[src/iase_pkg.sv]
// Shared types, constants and digit helpers for the IMU average sentence encoder.
// Used by the sentence emitter, the top level and the test bench.
// Depends on nothing.
package iase_pkg;

  localparam int SAMPLES_PER_GROUP = 5;
  localparam int NUM_CH = 6;
  localparam int SUM_W = 19;
  localparam int SAMPLE_W = 16;

  localparam int DIV_SHIFT = 21;
  localparam int RECIP_W = 21;
  localparam logic [RECIP_W-1:0] RECIP =
    RECIP_W'(((2 ** DIV_SHIFT) + SAMPLES_PER_GROUP - 1) / SAMPLES_PER_GROUP);
  localparam int PROD_W = SUM_W + RECIP_W;

  localparam int HDR_LEN = 7;
  localparam int TIME_LEN = 11;

  localparam logic [7:0] ASC_DOLLAR = 8'h24;
  localparam logic [7:0] ASC_STAR = 8'h2A;
  localparam logic [7:0] ASC_COMMA = 8'h2C;
  localparam logic [7:0] ASC_DOT = 8'h2E;
  localparam logic [7:0] ASC_ZERO = 8'h30;
  localparam logic [7:0] ASC_A = 8'h41;
  localparam logic [7:0] ASC_CR = 8'h0D;
  localparam logic [7:0] ASC_LF = 8'h0A;

  localparam logic [7:0] HDR_BYTES [HDR_LEN] =
    '{ASC_DOLLAR, 8'h47, 8'h50, 8'h49, 8'h4D, 8'h55, ASC_COMMA};

  typedef struct packed {
    logic [NUM_CH-1:0][SAMPLE_W-1:0] avg;
    logic [7:0] seq;
    logic [4:0] hour;
    logic [5:0] minute;
    logic [5:0] second;
    logic [9:0] millisecond;
  } sentence_t;

  function automatic logic [7:0] hex_char(input logic [3:0] nib);
    return (nib <= 4'd9) ? (ASC_ZERO + {4'h0, nib}) : (ASC_A + {4'h0, nib} - 8'd10);
  endfunction

  function automatic logic [3:0] tens_6(input logic [5:0] v);
    logic [16:0] p;
    p = 17'(v) * 17'd205;
    return p[14:11];
  endfunction

  function automatic logic [3:0] ones_6(input logic [5:0] v);
    logic [5:0] r;
    r = v - 6'(tens_6(v)) * 6'd10;
    return r[3:0];
  endfunction

  function automatic logic [3:0] ms_hundreds(input logic [9:0] ms);
    logic [15:0] p;
    p = 16'(ms) * 16'd41;
    return p[15:12];
  endfunction

  function automatic logic [6:0] ms_div10(input logic [9:0] ms);
    logic [17:0] p;
    p = 18'(ms) * 18'd205;
    return p[17:11];
  endfunction

  function automatic logic [3:0] ms_tens(input logic [9:0] ms);
    logic [6:0] q10;
    logic [14:0] p;
    logic [6:0] r;
    q10 = ms_div10(ms);
    p = 15'(q10) * 15'd205;
    r = q10 - 7'(p[14:11]) * 7'd10;
    return r[3:0];
  endfunction

  function automatic logic [3:0] ms_ones(input logic [9:0] ms);
    logic [9:0] r;
    r = ms - 10'(ms_div10(ms)) * 10'd10;
    return r[3:0];
  endfunction

endpackage

[src/iase_in_if.sv]
// Input channel of the IMU average sentence encoder: one six-channel sample per transaction.
// Carries valid, ready and the sample payload; no package dependency.
interface iase_in_if;
  logic valid;
  logic ready;
  logic signed [15:0] gyro_x;
  logic signed [15:0] gyro_y;
  logic signed [15:0] gyro_z;
  logic signed [15:0] accel_pitch;
  logic signed [15:0] accel_roll;
  logic signed [15:0] accel_vertical;
  logic [7:0] sequence_number;
  logic [4:0] hour;
  logic [5:0] minute;
  logic [5:0] second;
  logic [9:0] millisecond;

  modport source (
    output valid, gyro_x, gyro_y, gyro_z, accel_pitch, accel_roll, accel_vertical,
    output sequence_number, hour, minute, second, millisecond,
    input ready
  );
  modport sink (
    input valid, gyro_x, gyro_y, gyro_z, accel_pitch, accel_roll, accel_vertical,
    input sequence_number, hour, minute, second, millisecond,
    output ready
  );
endinterface

[src/iase_out_if.sv]
// Result channel of the IMU average sentence encoder: one sentence byte per transaction.
// Carries valid, ready and the byte payload; no package dependency.
interface iase_out_if;
  logic valid;
  logic ready;
  logic [7:0] out_byte;
  logic last_byte;

  modport source (output valid, out_byte, last_byte, input ready);
  modport sink (input valid, out_byte, last_byte, output ready);
endinterface

[src/iase_emitter.sv]
// Sentence emitter: walks the sentence fields, builds each ASCII byte and the XOR checksum.
// Depends on iase_pkg and iase_out_if; the byte leaves through an output register.
module iase_emitter (
  input  logic                 clk,
  input  logic                 rst_n,
  input  logic                 start,
  input  logic                 time_enable,
  input  iase_pkg::sentence_t  sent,
  output logic                 busy,
  iase_out_if.source           out_ch
);

  localparam logic [3:0] S_IDLE = 4'd0;
  localparam logic [3:0] S_HDR  = 4'd1;
  localparam logic [3:0] S_TIME = 4'd2;
  localparam logic [3:0] S_AVG  = 4'd3;
  localparam logic [3:0] S_SEQ  = 4'd4;
  localparam logic [3:0] S_STAR = 4'd5;
  localparam logic [3:0] S_CK   = 4'd6;
  localparam logic [3:0] S_CR   = 4'd7;
  localparam logic [3:0] S_LF   = 4'd8;

  logic [3:0] state_r, state_nxt;
  logic [3:0] cnt_r, cnt_nxt;
  logic [2:0] ch_r, ch_nxt;
  logic [7:0] chk_r, chk_nxt;
  logic       out_valid_r, out_valid_nxt;
  logic [7:0] out_byte_r;
  logic       out_last_r;
  logic       load;
  logic [7:0] byte_c;
  logic [15:0] avg_word;
  logic [3:0] nib;

  assign load = (state_r != S_IDLE) && (!out_valid_r || out_ch.ready);
  assign busy = (state_r != S_IDLE);
  assign avg_word = sent.avg[ch_r];

  always_comb begin
    case (cnt_r[1:0])
      2'd0:    nib = avg_word[15:12];
      2'd1:    nib = avg_word[11:8];
      2'd2:    nib = avg_word[7:4];
      default: nib = avg_word[3:0];
    endcase
  end

  always_comb begin
    byte_c = iase_pkg::ASC_COMMA;
    unique case (state_r)
      S_HDR: byte_c = iase_pkg::HDR_BYTES[cnt_r[2:0]];
      S_TIME: begin
        case (cnt_r)
          4'd0:    byte_c = iase_pkg::ASC_ZERO + {4'h0, iase_pkg::tens_6({1'b0, sent.hour})};
          4'd1:    byte_c = iase_pkg::ASC_ZERO + {4'h0, iase_pkg::ones_6({1'b0, sent.hour})};
          4'd2:    byte_c = iase_pkg::ASC_ZERO + {4'h0, iase_pkg::tens_6(sent.minute)};
          4'd3:    byte_c = iase_pkg::ASC_ZERO + {4'h0, iase_pkg::ones_6(sent.minute)};
          4'd4:    byte_c = iase_pkg::ASC_ZERO + {4'h0, iase_pkg::tens_6(sent.second)};
          4'd5:    byte_c = iase_pkg::ASC_ZERO + {4'h0, iase_pkg::ones_6(sent.second)};
          4'd6:    byte_c = iase_pkg::ASC_DOT;
          4'd7:    byte_c = iase_pkg::ASC_ZERO + {4'h0, iase_pkg::ms_hundreds(sent.millisecond)};
          4'd8:    byte_c = iase_pkg::ASC_ZERO + {4'h0, iase_pkg::ms_tens(sent.millisecond)};
          4'd9:    byte_c = iase_pkg::ASC_ZERO + {4'h0, iase_pkg::ms_ones(sent.millisecond)};
          default: byte_c = iase_pkg::ASC_COMMA;
        endcase
      end
      S_AVG: byte_c = (cnt_r == 4'd4) ? iase_pkg::ASC_COMMA : iase_pkg::hex_char(nib);
      S_SEQ: byte_c = iase_pkg::hex_char((cnt_r == 4'd0) ? sent.seq[7:4] : sent.seq[3:0]);
      S_STAR: byte_c = iase_pkg::ASC_STAR;
      S_CK: byte_c = iase_pkg::hex_char((cnt_r == 4'd0) ? chk_r[7:4] : chk_r[3:0]);
      S_CR: byte_c = iase_pkg::ASC_CR;
      S_LF: byte_c = iase_pkg::ASC_LF;
      default: byte_c = iase_pkg::ASC_COMMA;
    endcase
  end

  always_comb begin
    state_nxt = state_r;
    cnt_nxt = cnt_r;
    ch_nxt = ch_r;
    chk_nxt = chk_r;
    out_valid_nxt = out_valid_r;
    if (out_valid_r && out_ch.ready) begin
      out_valid_nxt = 1'b0;
    end
    if (state_r == S_IDLE) begin
      if (start) begin
        state_nxt = S_HDR;
        cnt_nxt = '0;
        ch_nxt = '0;
        chk_nxt = '0;
      end
    end else if (load) begin
      out_valid_nxt = 1'b1;
      cnt_nxt = cnt_r + 4'd1;
      if ((state_r == S_HDR && cnt_r != 4'd0) || state_r == S_TIME ||
          state_r == S_AVG || state_r == S_SEQ) begin
        chk_nxt = chk_r ^ byte_c;
      end
      unique case (state_r)
        S_HDR: begin
          if (cnt_r == 4'(iase_pkg::HDR_LEN - 1)) begin
            cnt_nxt = '0;
            state_nxt = time_enable ? S_TIME : S_AVG;
          end
        end
        S_TIME: begin
          if (cnt_r == 4'(iase_pkg::TIME_LEN - 1)) begin
            cnt_nxt = '0;
            state_nxt = S_AVG;
          end
        end
        S_AVG: begin
          if (cnt_r == 4'd4) begin
            cnt_nxt = '0;
            ch_nxt = ch_r + 3'd1;
            if (ch_r == 3'(iase_pkg::NUM_CH - 1)) begin
              state_nxt = S_SEQ;
            end
          end
        end
        S_SEQ: begin
          if (cnt_r == 4'd1) begin
            cnt_nxt = '0;
            state_nxt = S_STAR;
          end
        end
        S_STAR: begin
          cnt_nxt = '0;
          state_nxt = S_CK;
        end
        S_CK: begin
          if (cnt_r == 4'd1) begin
            cnt_nxt = '0;
            state_nxt = S_CR;
          end
        end
        S_CR: state_nxt = S_LF;
        S_LF: state_nxt = S_IDLE;
        default: state_nxt = S_IDLE;
      endcase
    end
  end

  always_ff @(posedge clk) begin
    if (!rst_n) begin
      state_r <= S_IDLE;
      cnt_r <= '0;
      ch_r <= '0;
      chk_r <= '0;
      out_valid_r <= 1'b0;
    end else begin
      state_r <= state_nxt;
      cnt_r <= cnt_nxt;
      ch_r <= ch_nxt;
      chk_r <= chk_nxt;
      out_valid_r <= out_valid_nxt;
    end
  end

  always_ff @(posedge clk) begin
    if (load) begin
      out_byte_r <= byte_c;
      out_last_r <= (state_r == S_LF);
    end
  end

  assign out_ch.valid = out_valid_r;
  assign out_ch.out_byte = out_byte_r;
  assign out_ch.last_byte = out_last_r;

  a_start_enters_header: assert property (@(posedge clk) disable iff (!rst_n)
    (state_r == S_IDLE && start) |=> (state_r == S_HDR && cnt_r == 4'd0))
    else $error("sentence did not start with the header");
  a_last_is_lf: assert property (@(posedge clk) disable iff (!rst_n)
    (out_valid_r && out_last_r) |-> (out_byte_r == iase_pkg::ASC_LF))
    else $error("last byte flag on a byte other than LF");
  a_lf_ends_sentence: assert property (@(posedge clk) disable iff (!rst_n)
    (load && state_r == S_LF) |=> (state_r == S_IDLE && out_valid_r && out_last_r))
    else $error("sentence did not end after LF");

endmodule

[src/imu_average_ascii_sentence_encoder.sv]
// IMU average sentence encoder top level: sample accumulation, group averaging, sentence emit.
// Depends on iase_pkg, iase_in_if, iase_out_if and iase_emitter.
//
// Usage: in_ch takes one six-channel sample per transaction. Every sample is added
// into six 19-bit running sums by one shared adder, one channel per cycle, and the
// channel is not ready again until all six sums are updated. The fifth sample of a
// group closes it: one multiplier, shared over the channels, turns each sum into its
// average (reciprocal multiply), the sums are cleared and the emitter writes the
// sentence on out_ch, one byte per cycle while out_ch.ready is high. A sentence has
// 44 bytes, or 55 with time enabled, and last_byte marks its LF. in_ch is not ready
// while a sentence is being built; it becomes ready once LF sits in the output
// register. A stalled receiver holds the current byte and the sequencer waits.
// cfg_we writes time_enable from cfg_wdata; write it only while idle. Reset clears
// the sums, the sample count, time_enable and the sequencer state; the sample and
// sentence registers are not reset.
module imu_average_ascii_sentence_encoder (
  input  logic      clk,
  input  logic      rst_n,
  input  logic      cfg_we,
  input  logic      cfg_wdata,
  iase_in_if.sink   in_ch,
  iase_out_if.source out_ch
);

  localparam logic [1:0] T_IDLE  = 2'd0;
  localparam logic [1:0] T_ACC   = 2'd1;
  localparam logic [1:0] T_DIV   = 2'd2;
  localparam logic [1:0] T_START = 2'd3;

  logic [1:0] state_r, state_nxt;
  logic [2:0] k_r, k_nxt;
  logic [2:0] count_r, count_nxt;
  logic       time_enable_r;
  logic signed [iase_pkg::SUM_W-1:0] sums_r [iase_pkg::NUM_CH];
  logic signed [iase_pkg::SAMPLE_W-1:0] smp_r [iase_pkg::NUM_CH];
  logic [iase_pkg::PROD_W-1:0] prod_r;
  logic neg_r;
  iase_pkg::sentence_t sent_r;
  logic accept;
  logic emit_start;
  logic emit_busy;
  logic signed [iase_pkg::SUM_W-1:0] sum_sel;
  logic [iase_pkg::SUM_W-1:0] mag;
  logic [iase_pkg::SAMPLE_W-1:0] q16;

  assign in_ch.ready = (state_r == T_IDLE) && !emit_busy;
  assign accept = in_ch.valid && in_ch.ready;
  assign emit_start = (state_r == T_START);

  assign sum_sel = (k_r < 3'(iase_pkg::NUM_CH)) ? sums_r[k_r] : '0;
  assign mag = sum_sel[iase_pkg::SUM_W-1] ? iase_pkg::SUM_W'(-sum_sel)
                                          : iase_pkg::SUM_W'(sum_sel);
  assign q16 = prod_r[iase_pkg::DIV_SHIFT +: iase_pkg::SAMPLE_W];

  always_comb begin
    state_nxt = state_r;
    k_nxt = k_r;
    count_nxt = count_r;
    unique case (state_r)
      T_IDLE: begin
        if (accept) begin
          state_nxt = T_ACC;
          k_nxt = '0;
        end
      end
      T_ACC: begin
        k_nxt = k_r + 3'd1;
        if (k_r == 3'(iase_pkg::NUM_CH - 1)) begin
          k_nxt = '0;
          if (count_r == 3'(iase_pkg::SAMPLES_PER_GROUP - 1)) begin
            count_nxt = '0;
            state_nxt = T_DIV;
          end else begin
            count_nxt = count_r + 3'd1;
            state_nxt = T_IDLE;
          end
        end
      end
      T_DIV: begin
        k_nxt = k_r + 3'd1;
        if (k_r == 3'(iase_pkg::NUM_CH)) begin
          k_nxt = '0;
          state_nxt = T_START;
        end
      end
      T_START: state_nxt = T_IDLE;
      default: state_nxt = T_IDLE;
    endcase
  end

  always_ff @(posedge clk) begin
    if (!rst_n) begin
      state_r <= T_IDLE;
      k_r <= '0;
      count_r <= '0;
      time_enable_r <= 1'b0;
      for (int c = 0; c < iase_pkg::NUM_CH; c++) begin
        sums_r[c] <= '0;
      end
    end else begin
      state_r <= state_nxt;
      k_r <= k_nxt;
      count_r <= count_nxt;
      if (cfg_we) begin
        time_enable_r <= cfg_wdata;
      end
      if (state_r == T_ACC) begin
        sums_r[k_r] <= sums_r[k_r] +
          {{(iase_pkg::SUM_W - iase_pkg::SAMPLE_W){smp_r[k_r][iase_pkg::SAMPLE_W-1]}},
           smp_r[k_r]};
      end
      if (state_r == T_DIV && k_r == 3'(iase_pkg::NUM_CH)) begin
        for (int c = 0; c < iase_pkg::NUM_CH; c++) begin
          sums_r[c] <= '0;
        end
      end
    end
  end

  always_ff @(posedge clk) begin
    if (accept) begin
      smp_r[0] <= in_ch.gyro_x;
      smp_r[1] <= in_ch.gyro_y;
      smp_r[2] <= in_ch.gyro_z;
      smp_r[3] <= in_ch.accel_pitch;
      smp_r[4] <= in_ch.accel_roll;
      smp_r[5] <= in_ch.accel_vertical;
      sent_r.seq <= in_ch.sequence_number;
      sent_r.hour <= in_ch.hour;
      sent_r.minute <= in_ch.minute;
      sent_r.second <= in_ch.second;
      sent_r.millisecond <= in_ch.millisecond;
    end
    if (state_r == T_DIV) begin
      prod_r <= iase_pkg::PROD_W'(mag) * iase_pkg::PROD_W'(iase_pkg::RECIP);
      neg_r <= sum_sel[iase_pkg::SUM_W-1];
      if (k_r != 3'd0) begin
        sent_r.avg[k_r - 3'd1] <= neg_r ? (~q16 + 16'd1) : q16;
      end
    end
  end

  iase_emitter u_emitter (
    .clk         (clk),
    .rst_n       (rst_n),
    .start       (emit_start),
    .time_enable (time_enable_r),
    .sent        (sent_r),
    .busy        (emit_busy),
    .out_ch      (out_ch)
  );

  a_accept_starts_acc: assert property (@(posedge clk) disable iff (!rst_n)
    accept |=> (state_r == T_ACC && k_r == 3'd0))
    else $error("accepted sample did not start accumulation");
  a_count_in_range: assert property (@(posedge clk) disable iff (!rst_n)
    count_r < 3'(iase_pkg::SAMPLES_PER_GROUP))
    else $error("sample count passed the group size");
  a_div_while_idle_emitter: assert property (@(posedge clk) disable iff (!rst_n)
    (state_r == T_DIV || emit_start) |-> !emit_busy)
    else $error("averages changed while a sentence was being emitted");
  a_start_follows_div: assert property (@(posedge clk) disable iff (!rst_n)
    emit_start |-> $past(state_r == T_DIV))
    else $error("sentence start without averaging");

endmodule

[src/flat_wrapper.sv]
// flat-port wrapper written by rule: the top's interface ports become plain ports
module imu_average_ascii_sentence_encoder_flat 
  (clk, rst_n, cfg_we, cfg_wdata, in_ch_valid, in_ch_gyro_x, in_ch_gyro_y, in_ch_gyro_z, in_ch_accel_pitch, in_ch_accel_roll, in_ch_accel_vertical, in_ch_sequence_number, in_ch_hour, in_ch_minute, in_ch_second, in_ch_millisecond, in_ch_ready, out_ch_valid, out_ch_out_byte, out_ch_last_byte, out_ch_ready);
  iase_in_if in_ch_i ();
  iase_out_if out_ch_i ();
  input  logic clk;
  input  logic rst_n;
  input  logic cfg_we;
  input  logic cfg_wdata;
  input wire logic [$bits(in_ch_i.valid)-1:0] in_ch_valid;
  input wire logic [$bits(in_ch_i.gyro_x)-1:0] in_ch_gyro_x;
  input wire logic [$bits(in_ch_i.gyro_y)-1:0] in_ch_gyro_y;
  input wire logic [$bits(in_ch_i.gyro_z)-1:0] in_ch_gyro_z;
  input wire logic [$bits(in_ch_i.accel_pitch)-1:0] in_ch_accel_pitch;
  input wire logic [$bits(in_ch_i.accel_roll)-1:0] in_ch_accel_roll;
  input wire logic [$bits(in_ch_i.accel_vertical)-1:0] in_ch_accel_vertical;
  input wire logic [$bits(in_ch_i.sequence_number)-1:0] in_ch_sequence_number;
  input wire logic [$bits(in_ch_i.hour)-1:0] in_ch_hour;
  input wire logic [$bits(in_ch_i.minute)-1:0] in_ch_minute;
  input wire logic [$bits(in_ch_i.second)-1:0] in_ch_second;
  input wire logic [$bits(in_ch_i.millisecond)-1:0] in_ch_millisecond;
  output wire logic [$bits(in_ch_i.ready)-1:0] in_ch_ready;
  output wire logic [$bits(out_ch_i.valid)-1:0] out_ch_valid;
  output wire logic [$bits(out_ch_i.out_byte)-1:0] out_ch_out_byte;
  output wire logic [$bits(out_ch_i.last_byte)-1:0] out_ch_last_byte;
  input wire logic [$bits(out_ch_i.ready)-1:0] out_ch_ready;
  assign in_ch_i.valid = in_ch_valid;
  assign in_ch_i.gyro_x = in_ch_gyro_x;
  assign in_ch_i.gyro_y = in_ch_gyro_y;
  assign in_ch_i.gyro_z = in_ch_gyro_z;
  assign in_ch_i.accel_pitch = in_ch_accel_pitch;
  assign in_ch_i.accel_roll = in_ch_accel_roll;
  assign in_ch_i.accel_vertical = in_ch_accel_vertical;
  assign in_ch_i.sequence_number = in_ch_sequence_number;
  assign in_ch_i.hour = in_ch_hour;
  assign in_ch_i.minute = in_ch_minute;
  assign in_ch_i.second = in_ch_second;
  assign in_ch_i.millisecond = in_ch_millisecond;
  assign in_ch_ready = in_ch_i.ready;
  assign out_ch_valid = out_ch_i.valid;
  assign out_ch_out_byte = out_ch_i.out_byte;
  assign out_ch_last_byte = out_ch_i.last_byte;
  assign out_ch_i.ready = out_ch_ready;
  imu_average_ascii_sentence_encoder u_core (.clk(clk), .rst_n(rst_n), .cfg_we(cfg_we), .cfg_wdata(cfg_wdata), .in_ch(in_ch_i), .out_ch(out_ch_i));
endmodule
[config.mk]
export PLATFORM = sky130hd
export DESIGN_NAME = imu_average_ascii_sentence_encoder_flat
export DESIGN_NICKNAME = d
export VERILOG_FILES = /design/src/iase_pkg.sv /design/src/iase_in_if.sv /design/src/iase_out_if.sv /design/src/iase_emitter.sv /design/src/imu_average_ascii_sentence_encoder.sv /design/src/flat_wrapper.sv
export SDC_FILE = /design/constraint.sdc
export NUM_CORES = 1
export LEC_CHECK = 0
export BUFFER_PORTS_ARGS = -buffer_cell sky130_fd_sc_hd__buf_2
export CORE_UTILIZATION = 46
export DETAILED_ROUTE_END_ITERATION = 16
export MAX_ROUTING_LAYER = met4
export PLACE_DENSITY_LB_ADDON = 0.05
export SKIP_CTS_REPAIR_TIMING = 1
export SLEW_MARGIN = 0
export SYNTH_ARGS = -nofsm -noshare
export SYNTH_HDL_FRONTEND = slang
export SYNTH_SLANG_ARGS = --single-unit
[constraint.sdc]
create_clock -name clk -period 8.35 [get_ports clk]
set_input_delay 1.67 -clock clk [delete_from_list [all_inputs] [get_ports clk]]
set_output_delay 1.67 -clock clk [all_outputs]
set_load 0.02 [all_outputs]
After elaboration in Yosys (flattened, before gate mapping) --
Memories as Yosys holds them, arrays and structs flattened. A register that Yosys moved wholly into a read port is not among the register bits. Cells that the tools add are included.
Storage, ports and cells: register bits 207, RAM bits 210, bits in read-only memories 64, input bits 137, output and inout bits 11, memories 3
Cells by class: add/subtract/negate cells 31, multipliers 12, magnitude comparators 8, eq/ne operators 37, mux-type cells 82, bitwise logic cells 9, reduce and logical (&&, ||, !) cells 35
Memory list:
- u_core.sums_r | depth 6, bits a word 19, read ports 1, clocked after memory_dff 1, write ports 6, line imu_average_ascii_sentence_encoder.sv:34 | logic signed [iase_pkg::SUM_W-1:0] sums_r [iase_pkg::NUM_CH];
- u_core.smp_r | depth 6, bits a word 16, read ports 1, clocked after memory_dff 1, write ports 6, line imu_average_ascii_sentence_encoder.sv:35 | logic signed [iase_pkg::SAMPLE_W-1:0] smp_r [iase_pkg::NUM_CH];
- (no name shown) | depth 8, bits a word 8, read ports 1, clocked after memory_dff 0, write ports 0, line iase_emitter.sv:51 | S_HDR: byte_c = iase_pkg::HDR_BYTES[cnt_r[2:0]];
Operators by type and width (number):
- 2-to-1 mux 19 bit | 9
- bitwise mux 96 bit | 1
- 2-to-1 mux 8 bit | 10
- 2-to-1 mux 4 bit | 18
- case mux 7 bit (10 select lines) | 1
- case mux 8 bit (8 select lines) | 1
- adder 6 x 4 -> 7 bit, first input constant | 9
- binary-select mux 16 bit (select 3 bit) | 1
- demux 16 bit (select 3 bit) | 1
- 2-to-1 mux 16 bit | 3
- 2-to-1 mux 3 bit | 14
- multiplier 19 x 19 -> 37 bit, second input constant | 1
- equality test 4 x 3 -> 1 bit, second input constant | 8
- multiplier 6 x 8 -> 14 bit, second input constant | 2
- case mux 4 bit (7 select lines) | 1
- adder 7 x 4 -> 8 bit, first input constant | 3
- subtractor 8 x 4 -> 8 bit, second input constant | 3
- case mux 4 bit (5 select lines) | 1
- subtractor 4 bit | 5
- adder 19 bit | 1
- negation 19 bit | 1
- OR reduction 19 bit | 1
- multiplier 10 x 8 -> 18 bit, second input constant | 1
- adder 16 x 1 -> 16 bit, second input constant | 1
- 48 further kinds | 117

Logic depth before layout (Yosys ltp) --
Gate-level depths: netlist (run 1).
depth in word-level cells 12, depth in mapped cells 40, gate-level depth less buffers 40

Cells and area by module --
Synthesis (run 1) repeated with hierarchy kept, for this count alone.
Unflattened totals: cell total of the unflattened synthesis 2705, area total of the unflattened synthesis 31704.2 µm²
By module, submodules not included:
- imu_average_ascii_sentence_encoder | times used 1, cells an instance 1797, area each 23667.7 µm², seq. area each 12131.6 µm²
- iase_emitter | times used 1, cells an instance 908, area each 8036.5 µm², seq. area each 620.6 µm²

Least setup slack after synthesis (run 1) --
Ideal clock, no wire load.
kind register -> register, start point register u_core.sent_r[6] in the netlist's numbering, end point register u_core.u_emitter.out_byte_r[3], in the netlist u_core.u_emitter.out_ch.out_byte[3] (data pin), library setup time 0.254 ns, arrival time 8.465 ns, data required time 8.096 ns, path slack -0.369 ns, stages on the path, launching flop included 35, path buffers 0, cells stage by stage edfxtp_1 ha_1 inv_1 fa_1 inv_1 fa_1 inv_1 fa_1 inv_1 ha_1 a2111o_1 o221ai_1 nor2b_1 o21ai_0 o21ai_0 nand2b_1 xor2_1 inv_1 ha_1 inv_1 fa_1 fa_1 ha_1 ha_1 or3_1 o22ai_1 xnor2_1 ha_1 fa_1 xnor2_1 xnor2_1 xnor2_1 mux2i_1 or2_1 a21o_1
Between the ends: cells in the longest elaborated chain, start to end 7, elaborated cells on any way between the ends 12, those cells by class 5 x add/sub; 5 x mul; 2 x mux
RTL lines:
- from (decl) | line imu_average_ascii_sentence_encoder.sv:38 | iase_pkg::sentence_t sent_r;
- multiplier 10 x 8 -> 18 bit | line iase_pkg.sv:65 | p = 18'(ms) * 18'd205;
- multiplier 7 x 8 -> 15 bit | line iase_pkg.sv:74 | p = 15'(q10) * 15'd205;
- multiplier 4 x 3 -> 3 bit | line iase_pkg.sv:75 | r = q10 - 7'(p[14:11]) * 7'd10;
- subtractor 4 bit | line iase_pkg.sv:75
- adder 6 x 4 -> 7 bit | line iase_emitter.sv:62 | 4'd8: byte_c = iase_pkg::ASC_ZERO + {4'h0, iase_pkg::ms_tens(sent.millisecond)};
- case mux 7 bit (10 select lines) * | line iase_emitter.sv:53 | case (cnt_r)
- case mux 8 bit (8 select lines) * | line iase_emitter.sv:50 | unique case (state_r)
- via u_core.u_emitter.byte_c[3] | line iase_emitter.sv:31 | logic [7:0] byte_c;
- to (signal assigned) | line iase_emitter.sv:163 | out_byte_r <= byte_c;
- to (decl) | line iase_emitter.sv:28 | logic [7:0] out_byte_r;
Mark *: on every way through the listed nets, which the timed path passes. The rest lies on a longest branch. A chain may end at the register's enable or synchronous reset.

Worst setup path in the final report (run 1) --
start point register u_core.sent_r[2] in the netlist's numbering, end point register u_core.u_emitter.chk_r[2]
Between the ends: cells in the longest elaborated chain, start to end 11, elaborated cells on any way between the ends 16, those cells by class 5 x add/sub; 5 x mul; 5 x mux; 1 x bitwise
RTL lines:
- multiplier 10 x 8 -> 18 bit | line iase_pkg.sv:65
- multiplier 7 x 8 -> 15 bit | line iase_pkg.sv:74
- multiplier 4 x 3 -> 3 bit | line iase_pkg.sv:75
- subtractor 4 bit | line iase_pkg.sv:75
- adder 6 x 4 -> 7 bit | line iase_emitter.sv:62
- case mux 7 bit (10 select lines) * | line iase_emitter.sv:53
- case mux 8 bit (8 select lines) * | line iase_emitter.sv:50
- XOR 8 bit * | line iase_emitter.sv:98 | chk_nxt = chk_r ^ byte_c;
- 2-to-1 mux 8 bit * | line iase_emitter.sv:96 | if ((state_r == S_HDR && cnt_r != 4'd0) || state_r == S_TIME ||
- 2-to-1 mux 8 bit * | line iase_emitter.sv:93 | end else if (load) begin
- 2-to-1 mux 8 bit * | line iase_emitter.sv:86 | if (state_r == S_IDLE) begin
- to (signal assigned) | line iase_emitter.sv:156 | chk_r <= chk_nxt;
- to (decl) | line iase_emitter.sv:26 | logic [7:0] chk_r, chk_nxt;
Mark *: on every way between the ends. The rest lies on a longest branch, timed or not. The select of a mux whose other input is x is not followed.

==> metrics.md, run 1 <==
| Metric | Value |
|---|---|
| Outcome | finished, violations left |
| Failing checks | negative setup slack |
| Clock Path Buffers | 3 |
| Top post-synthesis cells by area | edfxtp_1 (39%), ha_1 (16%), fa_1 (12%) |
| EDFF count, synth | 404 |
| Synth async-reset ratio | 0 |
| All-layer global routing usage | 0.240 |
| Vias | 20600 |
| Top cell by count, worst path | fa_1 |
| First-pass GRT wire length | 122 mm |
| Startpoint Class | register |
| Grt ovf | 0 |
| Row cnt | 94 |
| Detailed placer's ending HPWL | 60.5 mm |
| Final period util | 1.03 |
| Vias per cell | 5.35 |
| Setup tns final | -577 ps |
| Mean post-synth cell area | 11.9 µm² |
| Layout area overhead | 16.6% |
| Final core utilization | 0.547 |
| Pre-antenna DRT Iters | 5 |
| Critical Path Fanout Max | 3 |
| Register area share after synthesis | 0.411 |
| Die Span Y | 262 µm |
| Pin count of the biggest net entering global routing | 78 |
| #FFs+latches synth | 435 |
| Number of synthesis warnings | 0 |
| Crit Reg-Reg Startpoint | u_core.sent_r[2] |
| Number of global-route vias before repair | 21800 |
| Synth cell types | 100 |
| Total CTS buffers | 49 |
| Crit path time final | 8580 ps |
| Layout Cells excl Fill | 3841 |
| Final Setup Violations | 4 |
| Filler cell count | 5730 |
| Routability cong. | 0.945 |
| WL final | 78.4 mm |
| Share of cells above drive strength 1 | 0.204 |
| Die Width | 262 µm |
| Clk_skew | 55.8 ps |
| RSZ-0062 raised after global routing | true |
| Slowest-stage cell, CP | fa_2 |
| DRT iter0 DRCs | 1173 |
| Actual slew at the worst max-slew pin | 1120 ps |
| Core area | 0.0662 mm² |
| Synthesized area | 0.0311 mm² |
| Wire per inst | 20.4 µm |
| WP data arrival | 9110 ps |
| Yosys top cell area share | 0.391 |
| Syn Nets | 3311 |
| Rel. slew slack | 0.254 |
| Final hold viol count | 0 |
| CTS Root Cell | clkbuf_16 |
| Clk slew on worst S/H paths | 70 ps |
| Critical path's largest stage delay | 530 ps |
| Post-route ant nets | 0 |
| Count of final max-slew check failures | 0 |
| Max-Cap Viols | 0 |
| DRC Markers | 0 |
| Max H-tree Level | 2 |
| Hold Crit Class | reg -> reg |
| Initial antenna violation count | 0 |
| Setup CP Type | reg -> reg |
| WP data required | 8880 ps |
| TritonCTS sink count | 435 |
| Final WS setup | -230 ps |
| Worst-Skew Late Latency | 610 ps |
| Area leader, netlist | edfxtp_1 |
| Initial Util | 0.469 |
| Total die area | 0.0685 mm² |
| Antenna cells | 0 |
| CTS tree | done |
| # IOs | 148 |
| Crit. End Element | register |
| Achievable frequency | 0.117 GHz |
| Post-Synthesis Cells | 2607 |
| Worst setup path start | u_core.sent_r[2] |
| Hold path start | u_core.u_emitter.out_ch.valid |
| Final #Nets | 3640 |
| Placed cell count | 3734 |
| # port buffers | 146 |
| Top FF cell, synth | edfxtp_1 |
==> per-layer routing <==
| layer | global-route usage | share of wire |
|---|---|---|
| met2 | 0.399 | 0.49 |
| met3 | 0.0259 | 0.039 |
| met5 | - | 0 |
| met1 | 0.315 | 0.45 |
| met4 | 0.0556 | 0.021 |
==> state kept, by name, summed over array words and instances (netlist names), named ones only <==
name,cells
u_core.u_emitter.out_ch.last_byte,1
u_core.u_emitter.chk_r,7
u_core.k_r,3
u_core.state_r,2
u_core.sent_r,131
u_core.u_emitter.state_r,4
u_core.u_emitter.ch_r,3
u_core.smp_r,96
u_core.prod_r,16
u_core.u_emitter.out_ch.out_byte,7
u_core.count_r,3
u_core.u_emitter.cnt_r,4
u_core.sums_r,152
u_core.neg_r,1
u_core.time_enable_r,1
u_core.u_emitter.out_ch.valid,1
==> layout make-up <==
class                           count  area, µm²  area share
Multi-Input combinational cell   1675      16800       0.463
Sequential cell                   435      12800       0.353
Timing Repair Buffer              342       2300      0.0635
Inverter                          433       1630      0.0450
Clock buffer                       62       1320      0.0363
Tap cell                          864       1080      0.0299
Clock inverter                     30        338     0.00933
==> logic make-up after synthesis <==
| logic type | after synthesis | synth area share |
|---|---|---|
| and+or+nand+nor | 531 | 0.0787 |
| AOI/OAI and AO/OA | 344 | 0.0747 |
| other | 1 | 0.000121 |
| DFF | 435 | 0.411 |
| buffers and inverters | 497 | 0.0631 |
| adders and majority gates | 567 | 0.272 |
| muxes | 131 | 0.0712 |
| xor gates and xnor gates | 101 | 0.0289 |
==> through the flow <==
stage                     hold slack [ps]  cell area (µm²)  setup slack, ps
after detailed placement              483            34100             -297
after CTS                             493            35700             -361
after global routing                  535            36200             -655
after global placement                477            34100             -199
after floorplan                       455            31100             50.3
final                                 493            36200             -230
==> final timing paths <==
| kind | to | slack (ps) | cells past startpoint |
|---|---|---|---|
| hold / removal | u_core.u_emitter.out_ch.valid | 490 | 2 |
| setup reg to reg | u_core.u_emitter.chk_r[2] | -230 | 36 |
| hold reg to reg | u_core.u_emitter.out_ch.valid | 490 | 2 |
| setup / recovery | u_core.u_emitter.chk_r[2] | -230 | 36 |
==> cells in the final DEF (no fill, tap or decap), types with 11 or more instances in the layout <==
| master | count |
|---|---|
| o21ai_0 | 44 |
| o21a_1 | 13 |
| o211ai_1 | 17 |
| nand4_1 | 11 |
| nor3_1 | 42 |
| clkinv_1 | 11 |
| buf_4 | 188 |
| nor2_1 | 224 |
| and2_1 | 14 |
| or3_1 | 15 |
| inv_2 | 12 |
| dfxtp_1 | 27 |
| and3_1 | 11 |
| buf_2 | 146 |
| xor2_1 | 24 |
| fa_1 | 174 |
| ha_1 | 365 |
| o31ai_1 | 11 |
| mux2_2 | 12 |
| mux4_2 | 58 |
| o22ai_1 | 11 |
| xnor2_1 | 73 |
| nand2b_1 | 13 |
| edfxtp_1 | 404 |
| clkbuf_16 | 50 |
| nand3_1 | 31 |
| inv_1 | 418 |
| ha_4 | 16 |
| nand2_1 | 105 |
| a31oi_1 | 20 |
| a21oi_1 | 104 |
| mux2i_1 | 50 |
==> cell usage after synthesis, types with 13 or more instances <==
master,count
nor3_1,46
nand2_1,105
a31oi_1,20
a21oi_1,109
mux2i_1,50
nor2_1,230
dfxtp_1,31
clkbuf_1,33
o21a_1,13
o21ai_0,50
o22ai_1,13
o211ai_1,17
mux4_2,58
or3_1,16
buf_2,16
nand3_1,31
nor2b_1,14
inv_1,429
ha_1,385
nand2b_1,13
fa_1,182
xor2_1,25
xnor2_1,75
and2_1,16
edfxtp_1,404
==> critical path, delay by kind of cell, from the launching register on <==
family | cells | cell delay [ps]
compound gates | 10 | 1820
xor+xnor | 2 | 210
fa+ha+maj | 12 | 4340
buf+inv | 7 | 530
flops | 1 | 490
simple gates | 5 | 1120
Power of run 1 is left out: the tool's default activity adds up to more than one toggle a clock period on the data nets, which glitch-free logic cannot reach.
==> run 2, diff against run 1 <==
Settings changed: PLACE_DENSITY_LB_ADDON 0.05 to not set.
==> run 2 against run 1 <==
- the flow still finishes with violations (negative setup slack)
- global-route usage is 1.2 points lower
- flip-flop and latch count stayed put
- clock skew is 37 ps lower
- fmax is 0.98% higher
- largest cell class unchanged
- via count is 0.43% lower
- highest routed layer unchanged
==> metrics.md, run 2 (synthesis gave the netlist of run 1 again) <==
| Metric | Value |
|---|---|
| Pin count of the biggest net entering global routing | 87 |
| Final period util | 1.02 |
| Crit Reg-Reg Startpoint | u_core.sent_r[2] |
| Max-Cap Viols | 0 |
| Detailed placer's ending HPWL | 57.0 mm |
| Final #Nets | 3633 |
| Final WS setup | -147 ps |
| Crit-path leading delay family | adder cells |
| Count of final max-slew check failures | 0 |
| Critical Path Fanout Max | 4 |
| WP data arrival | 9020 ps |
| Final core utilization | 0.544 |
| Pre-antenna DRT Iters | 5 |
| Top cell by count, worst path | inv_2 |
| Commonest non-fill, non-tap cell in the layout | inv_1 |
| Max H-tree Level | 2 |
| TritonCTS sink count | 435 |
| Crit path time final | 8500 ps |
| Worst setup path start | u_core.sent_r[2] |
| # port buffers | 146 |
| CTS tree | done |
| Achievable frequency | 0.118 GHz |
| Total die area | 0.0685 mm² |
| Clk_skew | 18.8 ps |
| Largest regs | u_core.sums_r x152, u_core.sent_r x131, u_core.smp_r x96 |
| CTS Root Cell | clkbuf_16 |
| RSZ-0062 raised after global routing | true |
| Vias per cell | 5.34 |
| Post-route ant nets | 0 |
| Clk slew on worst S/H paths | 60 ps |
| DRC Markers | 0 |
| R2r worst-path depth | 38 |
| Total stage count of the critical path | 38 |
| Grt ovf | 0 |
| Core area | 0.0662 mm² |
| Number of global-route vias before repair | 22100 |
| Row cnt | 94 |
| Final hold viol count | 0 |
| DRT iter0 DRCs | 1037 |
| Vias | 20500 |
| Wire per inst | 19.3 µm |
| Outcome | finished, violations left |
| Worst-Skew Late Latency | 610 ps |
| Hold Crit Class | reg -> reg |
| Crit. End Element | register |
| Critical path's largest stage delay | 560 ps |
| Slowest-stage cell, CP | fa_1 |
| Die Span Y | 262 µm |
| All-layer global routing usage | 0.228 |
| Failing checks | negative setup slack |
| Top reg by flops | u_core.sums_r |
| Final Setup Violations | 3 |
| WL final | 74.0 mm |
| Internal reg-to-reg setup slack | -150 ps |
| Layout area overhead | 16.0% |
| Critical Path End | u_core.u_emitter.chk_r[2] |
| Setup CP Type | reg -> reg |
| # IOs | 148 |
| First-pass GRT wire length | 118 mm |
| Actual slew at the worst max-slew pin | 1140 ps |
| Startpoint Class | register |
| Total CTS buffers | 50 |
| Initial antenna violation count | 2 |
| Worst reg2reg path endpoint | u_core.u_emitter.chk_r[2] |
| Share of cells above drive strength 1 | 0.196 |
| Largest register FFs | 152 |
| Clock Path Buffers | 3 |
| Routability cong. | 0.970 |
| WP data required | 8880 ps |
| Die Width | 262 µm |
| Initial Util | 0.469 |
| Most frequent cells in the layout | inv_1 (421), edfxtp_1 (404), ha_1 (373), nor2_1 (225), buf_4 (182) |
| Buf+Inv Stages, Crit Path | 8 |
| Rel. slew slack | 0.237 |
## run 2: worst min path at each step
stage,start,to,slack (ps),cells past startpoint
2_1_floorplan,u_core.time_enable_r,u_core.time_enable_r,450,2
6_report,u_core.u_emitter.out_ch.valid,u_core.u_emitter.out_ch.valid,500,2
5_1_grt,u_core.u_emitter.out_ch.valid,u_core.u_emitter.out_ch.valid,550,2
3_3_place_gp,u_core.count_r[2],u_core.count_r[2],490,2
3_5_place_dp,u_core.u_emitter.out_ch.valid,u_core.u_emitter.out_ch.valid,490,2
4_1_cts,u_core.u_emitter.out_ch.valid,u_core.u_emitter.out_ch.valid,500,2
## run 2: final cells by class
class	instances	area, µm²
Antenna cell	1	2.50
Clock buffer	63	1330
Clock inverter	28	304
Fill cell	5628	30200
Inverter	433	1630
Multi-Input combinational cell	1675	16700
Sequential cell	435	12800
Tap cell	864	1080
Timing Repair Buffer	334	2220
## run 2: routing by layer
layer / wire length (µm) / track usage / vias to the layer above / part of all wire
met4: 1850 / 0.0661 / 0 / 0.025
li1: - / - / 9811 / -
met3: 2720 / 0.0254 / 117 / 0.037
met2: 38400 / 0.405 / 425 / 0.52
met5: 0 / - / - / 0
met1: 31100 / 0.272 / 10100 / 0.42
## run 2: worst min-delay path, cell delays in order, from the launching register on
cell and delay (ps):
dfxtp_1 310, nand2b_1 80, a21oi_1 60
## run 2: stage by stage
stage               instance area, µm²  TNS (ps)  worst slack, ps  instances  hold WS [ps]
finish                           36000      -245             -147       3833           496
global route                     36000     -2010             -509       3833           548
CTS                              35600      -991             -291       3813           501
detailed placement               34000      -752             -263       3722           492
global placement                 34000      -398             -148       3722           495
floorplan                        31100         0             50.3       2607           455
Power of run 2 is left out for the same reason.
==> run 3, diff against run 2 <==
Settings changed: PLACE_DENSITY_LB_ADDON set to 0.25.
==> run 3 against run 2 <==
- the flow still finishes with violations (negative setup slack)
- register-to-register slack worse by 80 ps
- fmax is 0.94% lower
- first-iteration DRC count is 18% higher
- cell count is 0.10% higher
- die area stayed put
- highest routed layer unchanged
- sequential share of layout area hardly changed
- worst hold slack better by 29 ps
- design area is 0.11% lower
- via count is 0.99% higher
- largest cell class unchanged
- flip-flop and latch count stayed put
- utilization is 0.060 points lower
==> metrics.md, run 3 (synthesis gave the netlist of run 1 again) <==
| Metric | Value |
|---|---|
| Total die area | 0.0685 mm² |
| Vias per cell | 5.39 |
| Actual slew at the worst max-slew pin | 1200 ps |
| WL final | 73.6 mm |
| Post-route ant nets | 0 |
| Outcome | finished, violations left |
| Share of cells above drive strength 1 | 0.196 |
| Hold path start | u_core.u_emitter.chk_r[6] |
| Startpoint Class | register |
| Row cnt | 94 |
| Critical Path Fanout Max | 4 |
| Achievable frequency | 0.117 GHz |
| Total CTS buffers | 50 |
| Max-Cap Viols | 0 |
| Detailed placer's ending HPWL | 57.3 mm |
| Top reg by flops | u_core.sums_r |
| Initial Util | 0.469 |
| Final period util | 1.03 |
| Number of global-route vias before repair | 22200 |
| DRC Markers | 0 |
| Crit. End Element | register |
| Slowest-stage cell, CP | fa_2 |
| Worst Hold Path EP | u_core.u_emitter.chk_r[6] |
| Commonest non-fill, non-tap cell in the layout | inv_1 |
| Crit path time final | 8580 ps |
| Initial antenna violation count | 0 |
| # IOs | 148 |
| Pre-antenna DRT Iters | 7 |
| Hold Crit Class | reg -> reg |
| Final core utilization | 0.543 |
| DRT iter0 DRCs | 1221 |
| Fin area | 0.0360 mm² |
| Count of final max-slew check failures | 0 |
| Hold Crit Depth | 2 |
| Final Setup Violations | 3 |
| Clock Path Buffers | 3 |
| WP data arrival | 9100 ps |
| # port buffers | 146 |
| Clk_skew | 53.0 ps |
| Grt ovf | 0 |
| Internal reg-to-reg setup slack | -230 ps |
| Vias | 20700 |
| WP data required | 8870 ps |
| Clk slew on worst S/H paths | 60 ps |
| Routability cong. | 0.896 |
| Largest regs | u_core.sums_r x152, u_core.sent_r x131, u_core.smp_r x96 |
| Antenna cells | 0 |
| Worst-Skew Late Latency | 640 ps |
| Wire per inst | 19.2 µm |
| CTS Root Cell | clkbuf_16 |
| TritonCTS sink count | 435 |
| Core area | 0.0662 mm² |
| Largest register FFs | 152 |
| RSZ-0062 raised after global routing | true |
| Most frequent cells in the layout | inv_1 (423), edfxtp_1 (404), ha_1 (375), nor2_1 (224), buf_4 (186) |
| Area after DPL | 0.0341 mm² |
| Final WS setup | -228 ps |
| Max H-tree Level | 2 |
| Worst setup path start | u_core.sent_r[3] |
| R2r worst-path depth | 38 |
| Die Width | 262 µm |
| Failing checks | negative setup slack |
| Pin count of the biggest net entering global routing | 69 |
| Critical path's largest stage delay | 530 ps |
| Worst reg2reg path endpoint | u_core.u_emitter.chk_r[2] |
| Final hold viol count | 0 |
| Crit Reg-Reg Startpoint | u_core.sent_r[3] |
| First-pass GRT wire length | 118 mm |
| CTS tree | done |
| Rel. slew slack | 0.197 |
| Layout area overhead | 15.9% |
| Die Span Y | 262 µm |
| All-layer global routing usage | 0.228 |
| Final #Nets | 3637 |
| Setup CP Type | reg -> reg |
-- run 3: worst max path at each step --
stage,endpoint,slack (ps)
final,u_core.u_emitter.chk_r[2],-230
after global routing,u_core.u_emitter.chk_r[2],-600
after CTS,u_core.u_emitter.out_ch.out_byte[3],-400
after detailed placement,u_core.u_emitter.chk_r[2],-340
after global placement,u_core.u_emitter.out_ch.out_byte[3],-190
after floorplan,u_core.u_emitter.out_ch.out_byte[3],50
-- run 3: layer usage --
metal / wire length, µm / up-vias / part of all wire / GRT usage
li1: - / 9833 / - / -
met1: 29700 / 10100 / 0.40 / 0.266
met2: 38200 / 548 / 0.52 / 0.410
met3: 3520 / 141 / 0.048 / 0.0275
met4: 2250 / 0 / 0.030 / 0.0690
met5: 0 / - / 0 / -
-- run 3: worst max-delay path, delay by kind of cell (launching register included) --
family | cells | cell delay, ps
fa+ha+maj | 12 | 4450
compound gates | 11 | 2000
simple gates | 5 | 760
flops | 1 | 520
xor+xnor | 2 | 390
buf+inv | 8 | 370
-- run 3: cell type report --
| class | instances | area, µm² |
|---|---|---|
| Sequential cell | 435 | 12800 |
| Multi-Input combinational cell | 1675 | 16700 |
| Inverter | 433 | 1630 |
| Tap cell | 864 | 1080 |
| Timing Repair Buffer | 338 | 2210 |
| Clock buffer | 62 | 1330 |
| Fill cell | 5600 | 30200 |
| Clock inverter | 30 | 285 |
-- run 3: per-stage QoR --
step                      std cells  hold slack, ps  worst slack (ps)  TNS (ps)
after global placement         3740             495              -192      -529
final                          3837             525              -228      -485
after floorplan                2607             455              50.3         0
after CTS                      3832             522              -398     -1890
after global routing           3837             553              -604     -2120
after detailed placement       3740             507              -337     -1240
Power of run 3 is left out for the same reason.
